<file path="config.mk">
export PLATFORM = sky130hd
export DESIGN_NAME = radix_digit_expander
export DESIGN_NICKNAME = d
export VERILOG_FILES = /design/src/rtl/rde_pkg.sv /design/src/rtl/rde_power.sv /design/src/rtl/rde_front.sv /design/src/rtl/rde_queue.sv /design/src/rtl/rde_back.sv /design/src/rtl/radix_digit_expander.sv
export VERILOG_INCLUDE_DIRS = /design/src /design/src/rtl
export SDC_FILE = /design/constraint.sdc
export NUM_CORES = 2
export LEC_CHECK = 0
export ABC_AREA = 1
export BUFFER_PORTS_ARGS = -buffer_cell sky130_fd_sc_hd__buf_4
export CAP_MARGIN = 20
export CORE_ASPECT_RATIO = 1.75
export CORE_UTILIZATION = 25
export CTS_CLUSTER_DIAMETER = 50
export DETAILED_ROUTE_END_ITERATION = 16
export PLACE_DENSITY_LB_ADDON = 0.05
export SYNTH_ARGS = -nofsm -noshare
export SYNTH_HDL_FRONTEND = slang
export SYNTH_HIERARCHICAL = 1
export SYNTH_SLANG_ARGS = --single-unit
</file>
<file path="constraint.sdc">
create_clock -name clk_i -period 8.1 [get_ports clk_i]
set_input_delay 1.62 -clock clk_i [delete_from_list [all_inputs] [get_ports clk_i]]
set_output_delay 1.62 -clock clk_i [all_outputs]
set_load 0.02 [all_outputs]
</file>
<file path="src/rtl/radix_digit_expander_assert.svh">
// assertion macros used by the top-level rtl file
`ifndef RADIX_DIGIT_EXPANDER_ASSERT_SVH
`define RADIX_DIGIT_EXPANDER_ASSERT_SVH

`ifndef NO_ASSERTIONS
// property checked on every rising clock edge outside reset
`define RDE_ASSERT(lbl, prop, msg) \
  lbl: assert property (@(posedge clk_i) disable iff (!rst_ni) (prop)) else $error(msg);
// same-cycle implication
`define RDE_ASSERT_IMP(lbl, ante, cons, msg) \
  lbl: assert property (@(posedge clk_i) disable iff (!rst_ni) (ante) |-> (cons)) else $error(msg);
`else
`define RDE_ASSERT(lbl, prop, msg)
`define RDE_ASSERT_IMP(lbl, ante, cons, msg)
`endif

`endif

</file>
<file path="src/rtl/rde_pkg.sv">
package rde_pkg;

  // block limits
  localparam int MaxDigits = 16;
  localparam int MaxBase   = 16;

  // field and port widths
  localparam int CodeW   = 63;
  localparam int DigitW  = 4;
  localparam int PosW    = 4;
  localparam int CfgW    = 5;
  localparam int CfgIdxW = 4;

  // internal widths: place power up to 16^15, its triple, and base^count up to 16^16
  localparam int PowW   = 61;
  localparam int TriW   = PowW + 1;
  localparam int TotalW = 65;
  localparam int RemW   = CodeW + 1;
  localparam int IdxW   = $clog2(MaxDigits);
  localparam int CntW   = $clog2(MaxDigits + 1);
  localparam int RedCntW = $clog2(CodeW);

  // queue between front and back
  localparam int QueueDepth = 2;
  localparam int QPtrW      = (QueueDepth > 1) ? $clog2(QueueDepth) : 1;
  localparam int QCntW      = $clog2(QueueDepth + 1);

  // register indexes
  localparam logic [CfgIdxW-1:0] RegDigitBase  = CfgIdxW'(0);
  localparam logic [CfgIdxW-1:0] RegDigitCount = CfgIdxW'(1);

  // register reset values
  localparam logic [CfgW-1:0] BaseReset  = CfgW'(2);
  localparam logic [CfgW-1:0] CountReset = CfgW'(16);

  // one row of the place power table
  typedef struct packed {
    logic [PowW-1:0] pw;
    logic [TriW-1:0] trip;
  } pow_entry_t;

  // status of the power table towards front and back
  typedef struct packed {
    logic              ready;
    logic [TotalW-1:0] total;
    logic [IdxW-1:0]   last_idx;
  } pwr_stat_t;

  // word passed from front to back
  typedef struct packed {
    logic [CodeW-1:0] code;
    logic             err;
  } work_t;

  typedef enum logic [1:0] {
    FrIdle,
    FrReduce,
    FrPush
  } front_state_e;

  typedef enum logic [1:0] {
    BkIdle,
    BkHigh,
    BkLow
  } back_state_e;

endpackage

</file>
<file path="src/rtl/rde_power.sv">
module rde_power (
  input  logic                                        clk_i,
  input  logic                                        rst_ni,
  input  logic                                        cfg_we_i,
  input  logic [rde_pkg::CfgIdxW-1:0]                 cfg_index_i,
  input  logic [rde_pkg::CfgW-1:0]                    cfg_data_i,
  output rde_pkg::pow_entry_t [rde_pkg::MaxDigits-1:0] pow_tab_o,
  output rde_pkg::pwr_stat_t                          stat_o
);
  import rde_pkg::*;

  logic [CfgW-1:0]        base_q;
  logic [CfgW-1:0]        count_q;
  logic [CfgW-1:0]        eff_base;
  logic [CntW-1:0]        eff_count;
  logic                   busy_q;
  logic [CntW-1:0]        step_q;
  logic [TotalW-1:0]      pw_q;
  logic [TotalW-1:0]      pw_d;
  logic [TotalW-1:0]      total_q;
  logic [TotalW+CfgW-1:0] prod;
  logic [TriW-1:0]        trip;
  logic                   tab_we;
  pow_entry_t [MaxDigits-1:0] tab_q;

  // clamp the registers into their meaningful range
  always_comb begin
    if (base_q < CfgW'(2)) begin
      eff_base = CfgW'(2);
    end else if (base_q > CfgW'(MaxBase)) begin
      eff_base = CfgW'(MaxBase);
    end else begin
      eff_base = base_q;
    end
    if (count_q == '0) begin
      eff_count = CntW'(1);
    end else if (count_q > CfgW'(MaxDigits)) begin
      eff_count = CntW'(MaxDigits);
    end else begin
      eff_count = CntW'(count_q);
    end
  end

  // next power, and the triple of the current power
  assign prod   = (TotalW+CfgW)'(pw_q) * (TotalW+CfgW)'(eff_base);
  assign pw_d   = prod[TotalW-1:0];
  assign trip   = TriW'(pw_q[PowW-1:0]) + {pw_q[PowW-1:0], 1'b0};
  assign tab_we = busy_q && !cfg_we_i && (step_q < eff_count);

  // registers and power sequencer, restarted by every write
  always_ff @(posedge clk_i or negedge rst_ni) begin
    if (!rst_ni) begin
      base_q  <= BaseReset;
      count_q <= CountReset;
      busy_q  <= 1'b1;
      step_q  <= '0;
      pw_q    <= TotalW'(1);
      total_q <= '0;
    end else if (cfg_we_i) begin
      if (cfg_index_i == RegDigitBase) begin
        base_q <= cfg_data_i;
      end
      if (cfg_index_i == RegDigitCount) begin
        count_q <= cfg_data_i;
      end
      busy_q <= 1'b1;
      step_q <= '0;
      pw_q   <= TotalW'(1);
    end else if (busy_q) begin
      if (step_q == eff_count) begin
        total_q <= pw_q;
        busy_q  <= 1'b0;
      end else begin
        pw_q   <= pw_d;
        step_q <= step_q + CntW'(1);
      end
    end
  end

  // table rows, base^k at row k
  always_ff @(posedge clk_i) begin
    if (tab_we) begin
      tab_q[step_q[IdxW-1:0]] <= '{pw: pw_q[PowW-1:0], trip: trip};
    end
  end

  assign pow_tab_o       = tab_q;
  assign stat_o.ready    = !busy_q;
  assign stat_o.total    = total_q;
  assign stat_o.last_idx = IdxW'(eff_count - CntW'(1));

endmodule

</file>
<file path="src/rtl/rde_front.sv">
module rde_front (
  input  logic                       clk_i,
  input  logic                       rst_ni,
  input  logic                       in_valid_i,
  output logic                       in_ready_o,
  input  logic [rde_pkg::CodeW-1:0]  code_i,
  input  rde_pkg::pwr_stat_t         stat_i,
  input  logic                       q_full_i,
  output logic                       q_push_o,
  output rde_pkg::work_t             q_data_o
);
  import rde_pkg::*;

  front_state_e       state_q;
  front_state_e       state_d;
  logic [RedCntW-1:0] cnt_q;
  logic [CodeW-1:0]   code_q;
  logic [RemW-1:0]    rem_q;
  logic [RemW-1:0]    shifted;
  logic [RemW-1:0]    rem_d;
  logic               accept;
  logic               code_ge;
  logic               last_step;

  // range check of the incoming word
  assign accept    = in_valid_i && in_ready_o;
  assign code_ge   = TotalW'(code_i) >= stat_i.total;
  assign last_step = cnt_q == RedCntW'(CodeW - 1);

  // one remainder bit a cycle, code bits taken msb first
  always_comb begin
    shifted = {rem_q[RemW-2:0], code_q[CodeW-1]};
    if (TotalW'(shifted) >= stat_i.total) begin
      rem_d = shifted - stat_i.total[RemW-1:0];
    end else begin
      rem_d = shifted;
    end
  end

  // next state
  always_comb begin
    state_d = state_q;
    unique case (state_q)
      FrIdle: begin
        if (accept && code_ge) begin
          state_d = FrReduce;
        end
      end
      FrReduce: begin
        if (last_step) begin
          state_d = FrPush;
        end
      end
      FrPush: begin
        if (!q_full_i) begin
          state_d = FrIdle;
        end
      end
      default: state_d = FrIdle;
    endcase
  end

  // outputs
  always_comb begin
    in_ready_o = 1'b0;
    q_push_o   = 1'b0;
    q_data_o   = '{code: code_i, err: 1'b0};
    unique case (state_q)
      FrIdle: begin
        in_ready_o = stat_i.ready && !q_full_i;
        q_push_o   = accept && !code_ge;
      end
      FrReduce: begin
        q_push_o = 1'b0;
      end
      FrPush: begin
        q_push_o = !q_full_i;
        q_data_o = '{code: rem_q[CodeW-1:0], err: 1'b1};
      end
      default: q_push_o = 1'b0;
    endcase
  end

  // control registers
  always_ff @(posedge clk_i or negedge rst_ni) begin
    if (!rst_ni) begin
      state_q <= FrIdle;
      cnt_q   <= '0;
    end else begin
      state_q <= state_d;
      if (state_q == FrReduce) begin
        cnt_q <= cnt_q + RedCntW'(1);
      end else begin
        cnt_q <= '0;
      end
    end
  end

  // reduction datapath
  always_ff @(posedge clk_i) begin
    if (accept) begin
      code_q <= code_i;
      rem_q  <= '0;
    end else if (state_q == FrReduce) begin
      code_q <= {code_q[CodeW-2:0], 1'b0};
      rem_q  <= rem_d;
    end
  end

endmodule

</file>
<file path="src/rtl/rde_queue.sv">
module rde_queue (
  input  logic           clk_i,
  input  logic           rst_ni,
  input  logic           push_i,
  input  rde_pkg::work_t data_i,
  output logic           full_o,
  input  logic           pop_i,
  output logic           valid_o,
  output rde_pkg::work_t data_o
);
  import rde_pkg::*;

  work_t [QueueDepth-1:0] mem_q;
  logic [QPtrW-1:0]       wr_ptr_q;
  logic [QPtrW-1:0]       rd_ptr_q;
  logic [QCntW-1:0]       cnt_q;

  function automatic logic [QPtrW-1:0] ptr_next(input logic [QPtrW-1:0] ptr);
    if (ptr == QPtrW'(QueueDepth - 1)) begin
      return '0;
    end
    return ptr + QPtrW'(1);
  endfunction

  assign full_o  = cnt_q == QCntW'(QueueDepth);
  assign valid_o = cnt_q != '0;
  assign data_o  = mem_q[rd_ptr_q];

  // pointers and fill level
  always_ff @(posedge clk_i or negedge rst_ni) begin
    if (!rst_ni) begin
      wr_ptr_q <= '0;
      rd_ptr_q <= '0;
      cnt_q    <= '0;
    end else begin
      if (push_i) begin
        wr_ptr_q <= ptr_next(wr_ptr_q);
      end
      if (pop_i) begin
        rd_ptr_q <= ptr_next(rd_ptr_q);
      end
      if (push_i && !pop_i) begin
        cnt_q <= cnt_q + QCntW'(1);
      end else if (pop_i && !push_i) begin
        cnt_q <= cnt_q - QCntW'(1);
      end
    end
  end

  // word storage
  always_ff @(posedge clk_i) begin
    if (push_i) begin
      mem_q[wr_ptr_q] <= data_i;
    end
  end

endmodule

</file>
<file path="src/rtl/rde_back.sv">
module rde_back (
  input  logic                                        clk_i,
  input  logic                                        rst_ni,
  input  logic                                        q_valid_i,
  input  rde_pkg::work_t                              q_data_i,
  output logic                                        q_pop_o,
  input  rde_pkg::pow_entry_t [rde_pkg::MaxDigits-1:0] pow_tab_i,
  input  rde_pkg::pwr_stat_t                          stat_i,
  input  logic                                        out_ready_i,
  output logic                                        out_valid_o,
  output logic [rde_pkg::DigitW-1:0]                  digit_value_o,
  output logic [rde_pkg::PosW-1:0]                    digit_position_o,
  output logic                                        last_digit_o,
  output logic                                        range_error_o
);
  import rde_pkg::*;

  back_state_e       state_q;
  back_state_e       state_d;
  logic [CodeW-1:0]  rem_q;
  logic              err_q;
  logic [IdxW-1:0]   pos_q;
  logic [1:0]        hi_q;
  logic [IdxW-1:0]   pidx;
  pow_entry_t        ent;
  logic [RemW-1:0]   m1;
  logic [RemW-1:0]   m2;
  logic [RemW-1:0]   m3;
  logic [RemW-1:0]   rem_ext;
  logic [RemW-1:0]   sub;
  logic [RemW-1:0]   diff;
  logic [1:0]        qd;
  logic              out_free;
  logic              emit;
  logic              is_last;
  logic              out_valid_q;
  logic [DigitW-1:0] out_digit_q;
  logic [PosW-1:0]   out_pos_q;
  logic              out_last_q;
  logic              out_err_q;

  // place power for the current digit
  assign pidx    = stat_i.last_idx - pos_q;
  assign ent     = pow_tab_i[pidx];
  assign is_last = pos_q == stat_i.last_idx;

  // multiples of the place power: upper two digit bits, then lower two
  always_comb begin
    if (state_q == BkHigh) begin
      m1 = RemW'({ent.pw, 2'b00});
      m2 = RemW'({ent.pw, 3'b000});
      m3 = RemW'({ent.trip, 2'b00});
    end else begin
      m1 = RemW'(ent.pw);
      m2 = RemW'({ent.pw, 1'b0});
      m3 = RemW'(ent.trip);
    end
  end

  // pick the largest multiple that fits and take it off
  always_comb begin
    rem_ext = RemW'(rem_q);
    if (rem_ext >= m3) begin
      qd  = 2'd3;
      sub = m3;
    end else if (rem_ext >= m2) begin
      qd  = 2'd2;
      sub = m2;
    end else if (rem_ext >= m1) begin
      qd  = 2'd1;
      sub = m1;
    end else begin
      qd  = 2'd0;
      sub = '0;
    end
    diff = rem_ext - sub;
  end

  assign out_free = !out_valid_q || out_ready_i;

  // next state
  always_comb begin
    state_d = state_q;
    unique case (state_q)
      BkIdle: begin
        if (q_valid_i) begin
          state_d = BkHigh;
        end
      end
      BkHigh: begin
        state_d = BkLow;
      end
      BkLow: begin
        if (out_free) begin
          state_d = is_last ? BkIdle : BkHigh;
        end
      end
      default: state_d = BkIdle;
    endcase
  end

  // outputs
  always_comb begin
    q_pop_o = 1'b0;
    emit    = 1'b0;
    unique case (state_q)
      BkIdle:  q_pop_o = q_valid_i;
      BkHigh:  emit    = 1'b0;
      BkLow:   emit    = out_free;
      default: emit    = 1'b0;
    endcase
  end

  // control registers
  always_ff @(posedge clk_i or negedge rst_ni) begin
    if (!rst_ni) begin
      state_q     <= BkIdle;
      out_valid_q <= 1'b0;
    end else begin
      state_q <= state_d;
      if (emit) begin
        out_valid_q <= 1'b1;
      end else if (out_ready_i) begin
        out_valid_q <= 1'b0;
      end
    end
  end

  // digit datapath and output register
  always_ff @(posedge clk_i) begin
    if (q_pop_o) begin
      rem_q <= q_data_i.code;
      err_q <= q_data_i.err;
      pos_q <= '0;
    end else if (state_q == BkHigh) begin
      rem_q <= diff[CodeW-1:0];
      hi_q  <= qd;
    end else if (emit) begin
      rem_q <= diff[CodeW-1:0];
      pos_q <= pos_q + IdxW'(1);
    end
    if (emit) begin
      out_digit_q <= {hi_q, qd};
      out_pos_q   <= PosW'(pos_q);
      out_last_q  <= is_last;
      out_err_q   <= err_q;
    end
  end

  assign out_valid_o      = out_valid_q;
  assign digit_value_o    = out_digit_q;
  assign digit_position_o = out_pos_q;
  assign last_digit_o     = out_last_q;
  assign range_error_o    = out_err_q;

endmodule

</file>
<file path="src/rtl/radix_digit_expander.sv">
// channel   direction  handshake                  payload
// input     in         in_valid_i / in_ready_o    code_value_i
// output    out        out_valid_o / out_ready_i  digit_value_o, digit_position_o,
//                                                 last_digit_o, range_error_o
// config    in         cfg_we_i                   cfg_index_i, cfg_data_i
//
// a code yields digit_count digits, each by a high and then a low radix-4 compare and
// subtract against the place power, after a load from the queue
// a code at or above base^count first runs the remainder loop in the front,
// which overlaps digit output of the previous word through the two-word queue
// after reset, and after each register write, the power table is rebuilt and
// in_ready_o stays low meanwhile
// a stalled output holds the back only; the front keeps accepting until the queue fills
`include "radix_digit_expander_assert.svh"

module radix_digit_expander (
  input  logic                        clk_i,
  input  logic                        rst_ni,
  input  logic                        in_valid_i,
  output logic                        in_ready_o,
  input  logic [rde_pkg::CodeW-1:0]   code_value_i,
  output logic                        out_valid_o,
  input  logic                        out_ready_i,
  output logic [rde_pkg::DigitW-1:0]  digit_value_o,
  output logic [rde_pkg::PosW-1:0]    digit_position_o,
  output logic                        last_digit_o,
  output logic                        range_error_o,
  input  logic                        cfg_we_i,
  input  logic [rde_pkg::CfgIdxW-1:0] cfg_index_i,
  input  logic [rde_pkg::CfgW-1:0]    cfg_data_i
);
  import rde_pkg::*;

  pow_entry_t [MaxDigits-1:0] pow_tab;
  pwr_stat_t                  pwr_stat;
  logic                       q_push;
  logic                       q_full;
  logic                       q_pop;
  logic                       q_valid;
  work_t                      q_wdata;
  work_t                      q_rdata;

  // registers and place power table
  rde_power u_power (
    .clk_i       (clk_i),
    .rst_ni      (rst_ni),
    .cfg_we_i    (cfg_we_i),
    .cfg_index_i (cfg_index_i),
    .cfg_data_i  (cfg_data_i),
    .pow_tab_o   (pow_tab),
    .stat_o      (pwr_stat)
  );

  // accept, range check and reduction
  rde_front u_front (
    .clk_i      (clk_i),
    .rst_ni     (rst_ni),
    .in_valid_i (in_valid_i),
    .in_ready_o (in_ready_o),
    .code_i     (code_value_i),
    .stat_i     (pwr_stat),
    .q_full_i   (q_full),
    .q_push_o   (q_push),
    .q_data_o   (q_wdata)
  );

  // decoupling queue
  rde_queue u_queue (
    .clk_i   (clk_i),
    .rst_ni  (rst_ni),
    .push_i  (q_push),
    .data_i  (q_wdata),
    .full_o  (q_full),
    .pop_i   (q_pop),
    .valid_o (q_valid),
    .data_o  (q_rdata)
  );

  // digit extraction and output register
  rde_back u_back (
    .clk_i            (clk_i),
    .rst_ni           (rst_ni),
    .q_valid_i        (q_valid),
    .q_data_i         (q_rdata),
    .q_pop_o          (q_pop),
    .pow_tab_i        (pow_tab),
    .stat_i           (pwr_stat),
    .out_ready_i      (out_ready_i),
    .out_valid_o      (out_valid_o),
    .digit_value_o    (digit_value_o),
    .digit_position_o (digit_position_o),
    .last_digit_o     (last_digit_o),
    .range_error_o    (range_error_o)
  );

  // structural checks
  `RDE_ASSERT_IMP(a_ready_needs_table, in_ready_o, pwr_stat.ready, "input taken before table built")
  `RDE_ASSERT_IMP(a_no_push_when_full, q_push, !q_full, "queue written while full")
  `RDE_ASSERT_IMP(a_no_pop_when_empty, q_pop, q_valid, "queue read while empty")

endmodule

</file>
# [After elaboration in Yosys (flattened, before gate mapping)]
# Index checks and enable logic that the tools add are counted.
[totals] regBits=2463 latch_bits=0 ram_bits=0 mem_bits_ro=0 in_bits=77 out_inout_bits=12 elab_cells=205 n_memories=0
[op_classes] n_addsub=12 mul=1 div=0 n_lt_le_gt_ge=15 n_eq_ne=15 shifts=0 muxes=64 bitwise=3 n_reduce_logical=36
[ops] op="bitwise mux 1968 bit" count=1
[ops] op="two-way mux 63 bit" count=10
[ops] op="binary-select mux 123 bit (select 4 bit)" count=1
[ops] op="demux 123 bit (select 4 bit)" count=1
[ops] op="two-way mux 64 bit" count=6
[ops] op="two-way mux 123 bit" count=2
[ops] op="two-way mux 65 bit" count=3
[ops] op="bitwise mux 128 bit" count=1
[ops] op=">= comparator 63 x 64 -> 1 bit" count=2
[ops] op="subtractor 63 bit" count=2
[ops] op=">= comparator 63 x 65 -> 1 bit" count=1
[ops] op=">= comparator 64 x 65 -> 1 bit" count=1
[ops] op="multiplier 65 x 5 -> 65 bit" count=1
[ops] op="demux 64 bit (select 1 bit)" count=1
[ops] op=">= comparator 63 bit" count=1
[ops] op="adder 61 x 62 -> 62 bit" count=1
[ops] op="two-way mux 5 bit" count=7
[ops] op="two-way mux 1 bit" count=18
[ops] op="two-way mux 2 bit" count=9
[ops] op="one-hot mux 2 bit (3 select lines)" count=2
[ops] op="AND reduction 2 bit" count=6
[ops] op="> comparator 5 bit, second input constant" count=2
[ops] op="logical AND 1 bit" count=10
[ops] op="less-than comparator 4 x 5 -> 1 bit, second input constant" count=2
[ops] op="other kinds (32)" count=55

# [Logic depth before layout (Yosys ltp)]
[logic_depth] word_depth=16 ltp_mapped=56 depth_no_buf=54

# [By module]
# The synthesis kept the hierarchy.
[modules_own_cells] mod="rde_power" n_inst=1 cells_each=5643 area_per_inst_um2=81166.6 seq_area_each_um2=62274.7
[modules_own_cells] mod="rde_back" n_inst=1 cells_each=5469 area_per_inst_um2=30764.5 seq_area_each_um2=2437.3
[modules_own_cells] mod="rde_front" n_inst=1 cells_each=2390 area_per_inst_um2=14147.3 seq_area_each_um2=3353.2
[modules_own_cells] mod="rde_queue" n_inst=1 cells_each=224 area_per_inst_um2=5031.1 seq_area_each_um2=3943.8

# [Worst setup path after synthesis]
# Ideal clock, no wire load.
[synth_timing] kind="in2reg" from="input port cfg_we_i" to="register u_power.tab_q, in the netlist u_power/pow_tab_o[1000] (enable)" setup_time_ps=605 arrival_time_ps=7463 t_required_ps=7495 path_slack_ps=32 cell_stages=4 path_buffers=0 cell_sequence="a2111o_1 a31oi_1 nand2_1 nor2_1"
[synth_between] elab_chain_cells=3
[synth_lines] item="start: declaration" line="radix_digit_expander.sv:28" rtl="input logic cfg_we_i,"
[synth_lines] item="zero test 1 bit" line="rde_power.sv:48" rtl="assign tab_we = busy_q && !cfg_we_i && (step_q < eff_count);"
[synth_lines] item="logical AND 1 bit (2 in series)" line="rde_power.sv:48"
[synth_lines] item="end signal: indexed assignment" line="rde_power.sv:83" rtl="tab_q[step_q[IdxW-1:0]] <= '{pw: pw_q[PowW-1:0], trip: trip};"
[synth_lines] item="end: declaration" line="rde_power.sv:24" rtl="pow_entry_t [MaxDigits-1:0] tab_q;"
# Every way passes these cells.
# A chain may end at the register's enable or synchronous reset.

==> flow_metrics.py <==
metrics = {
    "synthesis": {
        "ys_top_cells_by_area": "edfxtp_1, nand2_1, ha_1",
        "async_reset_ff_share_pct": 6.58,
        "synth_edf_count": 2219,
        "ys_ff_latch": 2447,
        "yosysUniqueCellTypes": 72,
        "syn_nets": 14500,
        "postSynthCellCount": 13700,
        "seq_area_frac_synth_pct": 54.9,
        "yosys_warnings": 6,
        "syn_area_um2": 131000,
        "synth_top_area_share_pct": 50.8,
        "syn_avg_cell_area_um2": 9.55,
        "synth_top_area_cell": "edfxtp_1",
        "synthFlopType": "edfxtp_1",
    },
    "sta": {
        "post-route-period-util_pct": 105,
        "period_needed_ns": 8.52,
        "drv_slew": 0,
        "setup_viol": 46,
        "fmax_mhz": 117,
        "fin_skew_ns": 0.0510,
        "slew_headroom_pct": 23.1,
        "setup_ws_ns": -0.417,
        "rsz0062_at_grt": "true",
        "whs_ns": 0.434,
        "finalSetupTns_ns": -13.95,
        "hold_violations": 0,
        "worst_slew_pin_slew_ns": 1.15,
    },
    "flow_run": {
        "maxCapViolCount": 0,
    },
    "cells_and_area": {
        "nets": 15700,
        "drive_above_1_share_pct": 19.3,
        "utilization_pct": 31.9,
        "design_area_um2": 167000,
        "area.growth.synth_to_final_pct": 27.1,
    },
    "clocking": {
        "root_buffer": "clkbuf_16",
        "clk_pin_slew_ns": 0.06,
        "cts_hold_buffers": 0,
        "cts_tree": "built",
        "clockBufferDepth": 4,
        "clk_latency_ns": 0.92,
        "cts.sinks": 2447,
        "cts_made_buffers": 308,
        "h-tree-depth": 5,
    },
    "critical_path": {
        "critPathKind": "flip-flop to flip-flop",
        "worst_path_most_repeated_cell": "buf_4",
        "r2r_slack_ns": -0.42,
        "crit_buf_inv": 19,
        "endpoint_kind": "flip-flop",
        "crit_path_top_delay_cell": "fa_4",
        "critPathTopFamily": "buffers and inverters",
        "critPathRequiredTime_ns": 8.75,
        "worstPathArrival_ns": 9.16,
        "startpoint_type": "flip-flop",
        "cp_max_fo": 8,
        "cp_slowest_stage_delay_ns": 0.76,
    },
    "run_status": {
        "status": "finished with violations",
        "violations": "setup timing",
    },
    "floorplanning": {
        "rows": 351,
        "die_h_um": 960,
        "core_area_um2": 522000,
        "start_util_pct": 25.1,
        "fp.dieW_um": 549,
        "num_io_pins": 89,
        "die_area_um2": 527000,
    },
    "drt": {
        "via_count": 107000,
        "wl_per_cell_um": 28.9,
        "via_per_inst": 4.87,
        "drc_errors": 0,
        "wl_um": 637000,
        "ant_nets": 0,
        "dr.first_iter.drc_count": 7344,
        "first_pass_iters": 6,
    },
    "grt": {
        "overflow": 0,
        "antenna_found_initial": 37,
        "grt_pass1_vias": 112000,
        "grt_pass1_wl_um": 873000,
        "grt_usage_pct": 23.5,
        "grt_start_max_net_pins": 91,
    },
    "place": {
        "dpl.hpwl_um": 453000,
        "place_area_um2": 149000,
        "gp_congestion": 0.944,
        "io_buffers": 88,
    },
    "min_path": {
        "hp-class": "flip-flop to flip-flop",
    },
}
per-layer routing:
metal  up-vias  GRT usage [%]  wire length (µm)
li1      49700              -                 -
met1     54400           25.5            238000
met2      2408           45.2            343000
met3       930           1.97             19300
met4        32           11.5             36700
met5         -              0               194
worst paths after layout:
| kind | start | cells after the start | endpoint |
|---|---|---|---|
| max reg2reg | u_power/count_q[0] | 49 | u_back/rem_q[31] |
| min | u_back/hi_q[0] | 0 | u_back/digit_value_o[2] |
| max | u_power/count_q[0] | 49 | u_back/rem_q[31] |
| min reg2reg | u_back/hi_q[0] | 0 | u_back/digit_value_o[2] |
| max in group asynchronous | rst_ni | 2 | u_queue/rd_ptr_q |
| min in group asynchronous | rst_ni | 1 | u_power/pw_q[8] |
final cells by class:
class	count	area (µm²)
fillers	53800	356000
flip-flops and latches	2447	72000
multi-input cells	9097	54800
repair buffers	1487	14800
well taps	6883	8610
clock buffers	352	7980
inverters	1571	5960
clock inverters	205	2450
diodes	10	25.0
repair inverters	1	20.0
worst reg2reg max path, delay by kind of cell (launching register included):
family / cells / cell delay, ns
buffers and inverters: 19 / 2.62
flip-flops: 1 / 0.39
adder cells (fa/ha/maj): 4 / 1.42
multiplexers: 1 / 0.06
AO/OA/AOI/OAI: 16 / 2.49
AND/OR/NAND/NOR: 9 / 1.26
sequential cells by signal (all words and copies together), names as in the netlist, 2 cells and up:
name,flops
u_back/digit_value_o,4
u_front/state_q,2
u_front/rem_q,63
u_power/total_q,65
u_back/hi_q,2
u_front/cnt_q,6
u_back/state_q,2
u_queue/cnt_q,2
u_power/pow_tab_o,1952
u_back/digit_position_o,4
u_back/rem_q,63
u_front/code_q,63
u_back/pos_q,4
u_power/pw_q,65
u_queue/mem_q,128
u_power/count_q,5
u_power/base_q,5
u_power/step_q,5
timing repair:
item | in CTS | in global routing
buffers inserted | 108 | 85
gates cloned | 26 | 11
gates resized for setup | 610 | 556
pin swaps | 214 | 222
endpoints found under the setup margin | 62 | 58
cells in the final DEF (no fill, tap or decap), types with 35 or more instances in the layout:
| cell type | n |
|---|---|
| nand4_1 | 86 |
| dfxtp_1 | 67 |
| edfxtp_1 | 2219 |
| nor2_1 | 1572 |
| o21ai_2 | 86 |
| mux2_4 | 50 |
| inv_1 | 1508 |
| xor2_1 | 37 |
| inv_2 | 52 |
| nand3_2 | 72 |
| inv_6 | 40 |
| o221ai_1 | 352 |
| a21oi_2 | 85 |
| buf_12 | 176 |
| nand3b_1 | 84 |
| a21oi_1 | 435 |
| o21ai_0 | 1137 |
| o22ai_1 | 50 |
| nor2_2 | 59 |
| buf_4 | 1168 |
| clkbuf_16 | 322 |
| nand2_1 | 2811 |
| buf_16 | 35 |
| o21ai_1 | 115 |
| ha_4 | 54 |
| fa_1 | 184 |
| nand2_2 | 115 |
| dfrtp_1 | 141 |
| ha_1 | 460 |
| xnor2_1 | 46 |
| buf_6 | 83 |
| clkbuf_1 | 38 |
| nand3_1 | 591 |
| nor3_1 | 43 |
| clkinv_1 | 39 |
per-stage QoR:
stage,cells,setup WS (ns)
floorplan,13700,0.0318
global placement,21300,-2.89
detailed placement,21300,-2.35
CTS,22000,-0.644
global route,22000,-0.753
finish,22100,-0.417
cell families (layout without fill, tap and decap cells):
| kind of cell | count (synthesis) | count (layout) | synth area share [%] |
|---|---|---|---|
| AO/OA/AOI/OAI | 2621 | 2621 | 11.7 |
| XOR/XNOR | 95 | 95 | 0.635 |
| adder cells (fa/ha/maj) | 703 | 703 | 7.77 |
| buffers and inverters | 2182 | 3616 | 6.65 |
| flip-flops | 2447 | 2447 | 54.9 |
| multiplexers | 70 | 70 | 0.741 |
| other | 0 | 10 | 0 |
| AND/OR/NAND/NOR | 5608 | 5608 | 17.5 |
cell usage after synthesis (all sizes together), types with 26 or more instances:
cell and count:
fa 186, clkbuf 332, o221ai 367, mux2 66, edfxtp 2219, o22ai 70, nand3b 84, nand3 665
nor3 63, o21ai 1363, a21oi 553, ha 517, o311ai 53, nand4 86, a221oi 62, a31oi 51
dfxtp 67, nor2 1665, xor2 40, nor4 26, buf 279, inv 1569, dfrtp 157, nand2 2952
or2 44, xnor2 55
Power is not shown: default switching activity piles up to over one toggle a cycle in this logic, so the estimate is an artifact.
